--- src/hdl/stk500v2_frame_receiver_assert.svh ---
// Assertion macros shared by the frame receiver modules.
`ifndef STK500V2_FRAME_RECEIVER_ASSERT_SVH
`define STK500V2_FRAME_RECEIVER_ASSERT_SVH

// Same-cycle implication, checked outside reset.
`define STK_ASSERT_NOW(name, ante, cons, msg) \
  name: assert property (@(posedge clk) disable iff (!rst_n) (ante) |-> (cons)) \
    else $error(msg);

// Next-cycle implication, checked outside reset.
`define STK_ASSERT_NEXT(name, ante, cons, msg) \
  name: assert property (@(posedge clk) disable iff (!rst_n) (ante) |=> (cons)) \
    else $error(msg);

`endif

--- src/hdl/stk_pkg.sv ---
// Types and constants of the STK500v2 frame receiver.
package stk_pkg;

  typedef enum logic [2:0] {
    PH_HUNT   = 3'd0,
    PH_SEQ    = 3'd1,
    PH_LEN_HI = 3'd2,
    PH_LEN_LO = 3'd3,
    PH_TOKEN  = 3'd4,
    PH_DATA   = 3'd5,
    PH_CHECK  = 3'd6
  } phase_t;

  typedef enum logic [2:0] {
    K_HEADER  = 3'd0,
    K_PAYLOAD = 3'd1,
    K_GOOD    = 3'd2,
    K_BADSUM  = 3'd3,
    K_HUNT    = 3'd4,
    K_SEQREJ  = 3'd5,
    K_TOKREJ  = 3'd6,
    K_LENREJ  = 3'd7
  } kind_t;

  localparam int unsigned REG_START_MARKER = 0;
  localparam int unsigned REG_TOKEN_BYTE   = 1;

  localparam logic [7:0] START_MARKER_RST = 8'h1B;
  localparam logic [7:0] TOKEN_BYTE_RST   = 8'h0E;
  localparam logic [7:0] SEQ_RST          = 8'h01;

  localparam int unsigned FIFO_DEPTH = 4;
  localparam int unsigned FIFO_AW    = $clog2(FIFO_DEPTH);
  localparam int unsigned FIFO_CW    = $clog2(FIFO_DEPTH + 1);

  typedef struct packed {
    logic [7:0] start_marker;
    logic [7:0] token_byte;
  } cfg_t;

  typedef struct packed {
    kind_t      kind;
    logic [7:0] data_byte;
    logic [8:0] payload_index;
    logic [9:0] frame_length;
    logic [7:0] sequence_res;
  } result_t;

endpackage

--- src/hdl/stk500v2_frame_receiver.sv ---
// Top level of the STK500v2 frame receiver: config registers, parser and result queue.
//
//   channel   handshake            payload
//   input     push / full          in_rx_byte
//   result    pop / empty          out_kind, out_data_byte, out_payload_index,
//                                  out_frame_length, out_sequence_res
//   config    cfg_we               cfg_addr, cfg_wdata
//
// One received word is taken per cycle unless the queue is full; its result enters a 4-entry
// queue at the same edge and, if the queue was empty, shows on the result ports the next cycle.
// The parser stalls only when the result queue is full (full tracks the queue count).
// Synchronous active-low reset: parser in hunting, expected sequence 1, queue empty,
// start marker 0x1B, token 0x0E.
module stk500v2_frame_receiver #(
  parameter int unsigned MAX_PAYLOAD = 512
) (
  input  logic       clk,
  input  logic       rst_n,
  input  logic       push,
  output logic       full,
  input  logic [7:0] in_rx_byte,
  output logic       empty,
  input  logic       pop,
  output logic [2:0] out_kind,
  output logic [7:0] out_data_byte,
  output logic [8:0] out_payload_index,
  output logic [9:0] out_frame_length,
  output logic [7:0] out_sequence_res,
  input  logic       cfg_we,
  input  logic       cfg_addr,
  input  logic [7:0] cfg_wdata
);

  stk_pkg::cfg_t    cfg_r, cfg_nxt;
  stk_pkg::result_t front_res;
  stk_pkg::result_t back_res;
  logic             in_acc;

  always_comb begin
    cfg_nxt = cfg_r;
    if (cfg_we) begin
      unique case (cfg_addr)
        1'(stk_pkg::REG_START_MARKER): cfg_nxt.start_marker = cfg_wdata;
        1'(stk_pkg::REG_TOKEN_BYTE):   cfg_nxt.token_byte   = cfg_wdata;
        default:                       cfg_nxt = cfg_r;
      endcase
    end
  end

  always_ff @(posedge clk) begin
    if (!rst_n) begin
      cfg_r.start_marker <= stk_pkg::START_MARKER_RST;
      cfg_r.token_byte   <= stk_pkg::TOKEN_BYTE_RST;
    end else begin
      cfg_r <= cfg_nxt;
    end
  end

  assign in_acc = push && !full;

  stk_front #(
    .MAX_PAYLOAD(MAX_PAYLOAD)
  ) u_front (
    .clk     (clk),
    .rst_n   (rst_n),
    .cfg     (cfg_r),
    .acc     (in_acc),
    .rx_byte (in_rx_byte),
    .res     (front_res)
  );

  stk_fifo u_fifo (
    .clk     (clk),
    .rst_n   (rst_n),
    .wr_en   (in_acc),
    .wr_data (front_res),
    .full    (full),
    .rd_en   (pop),
    .empty   (empty),
    .rd_data (back_res)
  );

  assign out_kind          = back_res.kind;
  assign out_data_byte     = back_res.data_byte;
  assign out_payload_index = back_res.payload_index;
  assign out_frame_length  = back_res.frame_length;
  assign out_sequence_res  = back_res.sequence_res;

endmodule

--- src/hdl/stk_front.sv ---
// Front part: per-byte frame parser that classifies each received word.
module stk_front #(
  parameter int unsigned MAX_PAYLOAD = 512
) (
  input  logic                clk,
  input  logic                rst_n,
  input  stk_pkg::cfg_t       cfg,
  input  logic                acc,
  input  logic [7:0]          rx_byte,
  output stk_pkg::result_t    res
);

  localparam int unsigned CW = $clog2(MAX_PAYLOAD + 1);
  localparam logic [15:0] MAX_LEN = 16'(MAX_PAYLOAD);

  stk_pkg::phase_t phase_r, phase_nxt;
  logic [7:0]      exp_seq_r, exp_seq_nxt;
  logic [7:0]      xor_r, xor_nxt;
  logic [15:0]     length_r, length_nxt;
  logic [CW-1:0]   count_r, count_nxt;

  logic [15:0]     len_new;
  logic [CW-1:0]   count_inc;
  logic [15:0]     count_ext;
  logic [15:0]     count_inc_ext;

  always_ff @(posedge clk) begin
    if (!rst_n) begin
      phase_r   <= stk_pkg::PH_HUNT;
      exp_seq_r <= stk_pkg::SEQ_RST;
      xor_r     <= 8'h00;
      length_r  <= 16'h0000;
      count_r   <= '0;
    end else if (acc) begin
      phase_r   <= phase_nxt;
      exp_seq_r <= exp_seq_nxt;
      xor_r     <= xor_nxt;
      length_r  <= length_nxt;
      count_r   <= count_nxt;
    end
  end

  assign len_new       = {length_r[15:8], rx_byte};
  assign count_inc     = count_r + CW'(1);
  assign count_ext     = 16'(count_r);
  assign count_inc_ext = 16'(count_inc);

  always_comb begin
    phase_nxt   = phase_r;
    exp_seq_nxt = exp_seq_r;
    xor_nxt     = xor_r;
    length_nxt  = length_r;
    count_nxt   = count_r;

    res.kind          = stk_pkg::K_HUNT;
    res.data_byte     = rx_byte;
    res.payload_index = 9'd0;
    res.frame_length  = 10'd0;
    res.sequence_res  = 8'd0;

    unique case (phase_r)
      stk_pkg::PH_SEQ: begin
        if (rx_byte == 8'h01 || rx_byte == exp_seq_r) begin
          exp_seq_nxt      = rx_byte;
          xor_nxt          = xor_r ^ rx_byte;
          phase_nxt        = stk_pkg::PH_LEN_HI;
          res.kind         = stk_pkg::K_HEADER;
          res.sequence_res = rx_byte;
        end else begin
          phase_nxt = stk_pkg::PH_HUNT;
          res.kind  = stk_pkg::K_SEQREJ;
        end
      end
      stk_pkg::PH_LEN_HI: begin
        length_nxt       = {rx_byte, 8'h00};
        xor_nxt          = xor_r ^ rx_byte;
        phase_nxt        = stk_pkg::PH_LEN_LO;
        res.kind         = stk_pkg::K_HEADER;
        res.sequence_res = exp_seq_r;
      end
      stk_pkg::PH_LEN_LO: begin
        length_nxt       = len_new;
        res.sequence_res = exp_seq_r;
        if (len_new == 16'h0000 || len_new > MAX_LEN) begin
          phase_nxt = stk_pkg::PH_HUNT;
          res.kind  = stk_pkg::K_LENREJ;
        end else begin
          xor_nxt          = xor_r ^ rx_byte;
          phase_nxt        = stk_pkg::PH_TOKEN;
          res.kind         = stk_pkg::K_HEADER;
          res.frame_length = len_new[9:0];
        end
      end
      stk_pkg::PH_TOKEN: begin
        res.sequence_res = exp_seq_r;
        res.frame_length = length_r[9:0];
        if (rx_byte == cfg.token_byte) begin
          xor_nxt   = xor_r ^ rx_byte;
          count_nxt = '0;
          phase_nxt = stk_pkg::PH_DATA;
          res.kind  = stk_pkg::K_HEADER;
        end else begin
          phase_nxt = stk_pkg::PH_HUNT;
          res.kind  = stk_pkg::K_TOKREJ;
        end
      end
      stk_pkg::PH_DATA: begin
        res.sequence_res  = exp_seq_r;
        res.frame_length  = length_r[9:0];
        res.kind          = stk_pkg::K_PAYLOAD;
        res.payload_index = count_ext[8:0];
        xor_nxt           = xor_r ^ rx_byte;
        count_nxt         = count_inc;
        if (count_inc_ext >= length_r) begin
          phase_nxt = stk_pkg::PH_CHECK;
        end
      end
      stk_pkg::PH_CHECK: begin
        res.sequence_res = exp_seq_r;
        res.frame_length = length_r[9:0];
        if (rx_byte == xor_r) begin
          res.kind    = stk_pkg::K_GOOD;
          exp_seq_nxt = exp_seq_r + 8'd1;
        end else begin
          res.kind = stk_pkg::K_BADSUM;
        end
        phase_nxt = stk_pkg::PH_HUNT;
      end
      default: begin
        if (rx_byte == cfg.start_marker) begin
          xor_nxt   = cfg.start_marker;
          phase_nxt = stk_pkg::PH_SEQ;
          res.kind  = stk_pkg::K_HEADER;
        end else begin
          phase_nxt = stk_pkg::PH_HUNT;
          res.kind  = stk_pkg::K_HUNT;
        end
      end
    endcase
  end

`include "stk500v2_frame_receiver_assert.svh"

  `STK_ASSERT_NEXT(a_check_ends_frame, acc && phase_r == stk_pkg::PH_CHECK, phase_r == stk_pkg::PH_HUNT, "checksum word did not end the frame")
  `STK_ASSERT_NOW(a_payload_in_range, acc && phase_r == stk_pkg::PH_DATA, count_ext < length_r, "payload index past frame length")
  `STK_ASSERT_NEXT(a_seq_holds_idle, !acc, $stable(exp_seq_r), "expected sequence moved without a word")

endmodule

--- src/hdl/stk_fifo.sv ---
// Back part: short result queue that decouples the parser from the consumer.
module stk_fifo (
  input  logic             clk,
  input  logic             rst_n,
  input  logic             wr_en,
  input  stk_pkg::result_t wr_data,
  output logic             full,
  input  logic             rd_en,
  output logic             empty,
  output stk_pkg::result_t rd_data
);

  stk_pkg::result_t                mem [stk_pkg::FIFO_DEPTH];
  logic [stk_pkg::FIFO_AW-1:0]     wr_ptr_r, wr_ptr_nxt;
  logic [stk_pkg::FIFO_AW-1:0]     rd_ptr_r, rd_ptr_nxt;
  logic [stk_pkg::FIFO_CW-1:0]     cnt_r, cnt_nxt;
  logic                            do_wr, do_rd;

  assign full    = (cnt_r == stk_pkg::FIFO_CW'(stk_pkg::FIFO_DEPTH));
  assign empty   = (cnt_r == '0);
  assign do_wr   = wr_en && !full;
  assign do_rd   = rd_en && !empty;
  assign rd_data = mem[rd_ptr_r];

  always_comb begin
    wr_ptr_nxt = do_wr ? wr_ptr_r + stk_pkg::FIFO_AW'(1) : wr_ptr_r;
    rd_ptr_nxt = do_rd ? rd_ptr_r + stk_pkg::FIFO_AW'(1) : rd_ptr_r;
    cnt_nxt    = cnt_r;
    if (do_wr && !do_rd) begin
      cnt_nxt = cnt_r + stk_pkg::FIFO_CW'(1);
    end else if (do_rd && !do_wr) begin
      cnt_nxt = cnt_r - stk_pkg::FIFO_CW'(1);
    end
  end

  always_ff @(posedge clk) begin
    if (!rst_n) begin
      wr_ptr_r <= '0;
      rd_ptr_r <= '0;
      cnt_r    <= '0;
    end else begin
      wr_ptr_r <= wr_ptr_nxt;
      rd_ptr_r <= rd_ptr_nxt;
      cnt_r    <= cnt_nxt;
    end
  end

  always_ff @(posedge clk) begin
    if (do_wr) begin
      mem[wr_ptr_r] <= wr_data;
    end
  end

`include "stk500v2_frame_receiver_assert.svh"

  `STK_ASSERT_NOW(a_cnt_bound, 1'b1, cnt_r <= stk_pkg::FIFO_CW'(stk_pkg::FIFO_DEPTH), "queue count past depth")
  `STK_ASSERT_NEXT(a_cnt_up, do_wr && !do_rd, cnt_r == $past(cnt_r) + stk_pkg::FIFO_CW'(1), "queue count missed a write")
  `STK_ASSERT_NEXT(a_cnt_down, do_rd && !do_wr, cnt_r == $past(cnt_r) - stk_pkg::FIFO_CW'(1), "queue count missed a read")

endmodule
--- config.mk ---
export PLATFORM = sky130hd
export DESIGN_NAME = stk500v2_frame_receiver
export DESIGN_NICKNAME = d
export VERILOG_FILES = /design/src/hdl/stk_pkg.sv /design/src/hdl/stk500v2_frame_receiver.sv /design/src/hdl/stk_front.sv /design/src/hdl/stk_fifo.sv
export VERILOG_INCLUDE_DIRS = /design/src /design/src/hdl
export SDC_FILE = /design/constraint.sdc
export NUM_CORES = 1
export LEC_CHECK = 0
export BUFFER_PORTS_ARGS = -buffer_cell sky130_fd_sc_hd__buf_4
export CORE_ASPECT_RATIO = 0.7
export CORE_MARGIN = 10
export CORE_UTILIZATION = 35
export DETAILED_ROUTE_END_ITERATION = 12
export PLACE_DENSITY = 0.62
export RECOVER_POWER = 25
export SLEW_MARGIN = 40
export SYNTH_ARGS = -nofsm -noshare
export SYNTH_HDL_FRONTEND = slang
export SYNTH_SLANG_ARGS = --single-unit
--- constraint.sdc ---
create_clock -name clk -period 3.3 [get_ports clk]
set_input_delay 0.33 -clock clk [delete_from_list [all_inputs] [get_ports clk]]
set_output_delay 0.33 -clock clk [all_outputs]
set_load 0.005 [all_outputs]
==> results by stage <==
Drt:
- The first-pass iteration count of the detailed router is 7.
- For this block, the routed nets add up to 22700 um of wire.
- The detailed router's first-iteration violation count is around 520.
- For this block, the via count after detailed routing is 6158.
- In this run the remaining antenna-violating nets after routing total 0.
- Dividing the detail-routed wire length by the instance count gives 19.0 um.
- The number of remaining DRC errors is 0.
- Using the TritonRoute via totals, the vias-per-cell ratio works out to 5.17.

Place:
- The port buffer count is 61.
- The post-DP HPWL is 15100 um.
- The final estimated routing congestion in global placement is 0.842.

Clocking:
- The number of setup buffers added after CTS is 0.
- Buffers inserted during clock tree synthesis total 22.
- After clock tree synthesis, the clock-pin slew on the worst setup and hold paths is 0.07 ns.
- The CTS tree is yes.
- The count of cells resized by post-cts repair is 0.
- The clock root buffer is clkbuf_16.
- Clock latency on the worst-skew pair, taken at its later pin, is 0.51 ns.
- CTS built an H-tree with a depth of 1.
- The number of hold-repair buffers added at the cts stage is 0.
- Counting along the longest clock path gives a buffer depth of 3.
- The tree built by TritonCTS fans out to 222 sinks.

Worst setup path:
- The required time of the worst setup path is 3.49 ns.
- The critical path startpoint is u_fifo.cnt_r[0].
- The terminus of the critical flop-to-flop path is u_fifo.mem[1][13].
- The critical path ends at u_fifo.mem[1][13].
- The worst setup path is captured at a register.
- The kind of critical path is reg2reg.
- STA classifies the critical path startpoint as a register.
- Across all register-to-register paths, the minimum setup slack is 0.52 ns.
- Measured in cells, the most critical reg-to-reg path has a length of 6.
- In this run the critical register-to-register path is launched from u_fifo.cnt_r[0].
- The worst endpoint data arrival time is 2.96 ns.
- The maximum fanout count along the critical path is 34.

Layout:
- In the final layout, the multi-input gates occupy 3510 um2.
- The number of filler instances in the final layout is 2627.
- The area growth from synthesis to layout is 15.2%.
- The area taken by flip-flops and latches is about 6000 um2.
- In the layout the commonest cells are edfxtp_1, nand2_1, dfxtp_1.
- The most common library cell in the layout ignoring fill and taps is edfxtp_1.
- For this run, the post-layout net count is 844.
- Of the cells placed in the final design, the portion with a size suffix greater than 1 is between 10% and 20%.

Logic synthesis:
- The synthesized design contains 222 register bits.
- After synthesis, the largest family of logic cells by area is simple AND/OR/NAND/NOR gates.
- The netlist area before placement is 9810 um2.
- The commonest register cell after synthesis is edfxtp_1.
- Of all flip-flops after synthesis, the portion carrying an async set or reset was 0%.
- The sequential area share after synthesis is between 60% and 70%.
- Counting every instance in the synthesized netlist gives between 700 and 800.
- The mean cell area of the mapped netlist is 13.1 um2.
- Summing the areas of all xor and xnor instances in the mapped netlist gives 4.02% of the synthesized area.
- The post-synthesis adder-cell area fraction is 2.37%.
- The count of distinct cell types in the synthesized netlist is 56.
- The fraction of synthesized area in multiplexers is 9.74%.
- The number of enable flip-flop cells after synthesis is 152.
- The compound-cell area share of the yosys netlist is 8.79%.
- The count of synthesis-stage warnings from yosys is 0.
- The synthesized netlist devotes a little over a tenth of its cell area to simple gates.
- The number of nets handed over by synthesis was 791.

Timing:
- Setup repair after global routing left no endpoint under its margin.
- The tightest slew margin relative to the limit is -61.8%.
- The count of endpoints failing setup in the final report is 0.
- The max-slew violation count was 50.
- Clock skew on the completed layout was measured at 0.0136 ns.
- The number of hold violations in the final report is 0.
- The final critical-path share of the clock period is 84.2%.
- The transition time at the pin with the least slew margin is ~2.4 ns.
- Adding up every negative setup slack in the final design gives 0 ns.
- The upper clock frequency limit is 360 MHz.
- The post-route minimum period is ~2.8 ns.

Pwr:
- The clock share of power is approximately a third.
- Net switching is 25.9% of the power.
- The completed layout was analyzed and its total power is 0.00732 W.
- Sequential cells burn between 40 and 50% of the power.
- Summed over all cells, the static leakage comes to 3.97 nW.
- Of the total power, combinational logic draws 21.3%.
- IR analysis of the VDD net gives a maximum drop of 0.329 mV.
- The internal portion of the total power is 0.00543 W.
- Summed over all nets, the switching power comes to 0.00190 W.
- The power per standard cell area is 648 nW/um2.

GRT:
- The maximum number of pins on one net before global-route repair is 50.
- The first global-routing pass estimated between 30000 and 40000 um of wire.
- The initial antenna violation count was 0.
- Global routing finished with a remaining overflow of 0.
- Global routing used 12.8% of the available tracks across all layers.
- The via count of the first global-routing pass came to 6203.

Floorplanning:
- The vertical die dimension is 160 um.
- The total number of placement rows is 51.
- For this design the top-level I/O count stands at 62.
- Once the floorplan was initialized, standard cells occupied a little over a third of the core.
- The die is 220 um wide.
- The area of the die is 35200 um2.
- The floorplan step defined a core boundary enclosing 27700 um2.

Job:
- The tool flagged a number of max-cap violations equal to 1.

Run status:
- The checks that failed: capacitance limit, slew limit.
- The flow ran to the end, but the final reports show violations.

Hold path:
- The class of the worst hold path is in2reg.
[layout make-up]
cell class | instances | area share [%]
clock inverters | 7 | 0.676
repair buffers | 80 | 5.41
flip-flops and latches | 222 | 52.8
well taps | 371 | 4.11
multi-input cells | 462 | 31.0
diodes | 1 | 0.0222
inverters | 16 | 0.532
clock buffers | 32 | 5.38
[worst min path at each step]
stage | slack, ns | end | depth (start not counted) | from
floorplan | 0.43 | u_fifo.mem[0][27] | 0 | in_rx_byte[0]
global placement | 0.46 | u_front.xor_r[4] | 2 | u_front.xor_r[4]
detailed placement | 0.46 | cfg_r[4] | 2 | cfg_r[4]
CTS | 0.04 | cfg_r[9] | 3 | cfg_wdata[1]
global route | 0.05 | cfg_r[11] | 3 | cfg_wdata[3]
finish | 0.06 | cfg_r[9] | 3 | cfg_wdata[1]
[through the flow]
stage / area, um2 / cells / util (%) / hold WS (ns) / setup slack (ns)
5_1_grt: 11300 / 1190 / 40.8 / 0.0539 / 0.249
3_3_place_gp: 10600 / 1151 / 38.4 / 0.458 / 0.644
4_1_cts: 11300 / 1190 / 40.9 / 0.0380 / 0.628
2_1_floorplan: 9810 / 751 / - / 0.429 / 0.601
3_5_place_dp: 10600 / 1151 / 38.4 / 0.464 / 0.626
6_report: 11300 / 1191 / 40.8 / 0.0556 / 0.523
[power groups by stage]
stage               clock network (W)  registers [W]  logic, W
global placement                    0        0.00343   0.00161
CTS                           0.00246        0.00337   0.00162
finish                        0.00240        0.00337   0.00156
floorplan                           0        0.00335  0.000925
global route                  0.00257        0.00340   0.00172
detailed placement                  0        0.00343   0.00162
[per-layer routing]
layer	wire length (um)	up-vias	global-route usage (%)
li1	-	2912	-
met4	284	0	2.42
met5	0	-	0
met3	1330	24	2.40
met1	11300	3081	19.3
met2	9720	141	18.8
[flip-flops by register name (all words and copies together), names as in the netlist, 3 cells and up, named ones only]
name	flops
u_front.phase_r	3
u_front.xor_r	8
u_front.count_r	10
cfg_r	16
u_front.exp_seq_r	8
u_fifo.mem	152
u_fifo.cnt_r	3
u_front.length_r	16
[critical path: stages (launching register included)]
cell      delay (ns)
dfxtp_1         0.41
nor3b_1         0.09
nand2b_1        0.19
inv_1           0.09
clkbuf_1        0.76
and2_0          0.58
buf_12          0.30
[logic make-up after synthesis]
family          Yosys count
compound gates          133
xor+xnor                 45
fa+ha+maj                18
buf+inv                  67
flops                   222
mux                      48
simple gates            218
[synthesized netlist by cell type (all sizes together) (2+ instances only)]
master   instances  area, um2
o21ai           31        155
nand2           87        327
nand3b           4       30.0
nand3           28        153
and2            10       62.6
a31oi            2       12.5
or3              6       37.5
inv             14       52.6
xnor2           16        140
dfxtp           70       1400
o31ai            3       22.5
mux2i           10        100
nor2            33        126
nor3             7       35.0
buf             17        131
nor4            10       62.6
nand4            3       18.8
mux4            38        856
xor2            29        254
a2111oi          3       26.3
ha              17        213
nor3b            3       22.5
edfxtp         152       4560
clkbuf          33        144
o211ai          11       82.6
a22oi           10       75.1
a211oi           3       22.5
clkinv           2       7.51
nand2b           6       37.5
nor2b            3       18.8
a22o            17        151
and3            15       93.8
a21oi           43        226
Note: power is estimated with default switching activity, not from simulation.
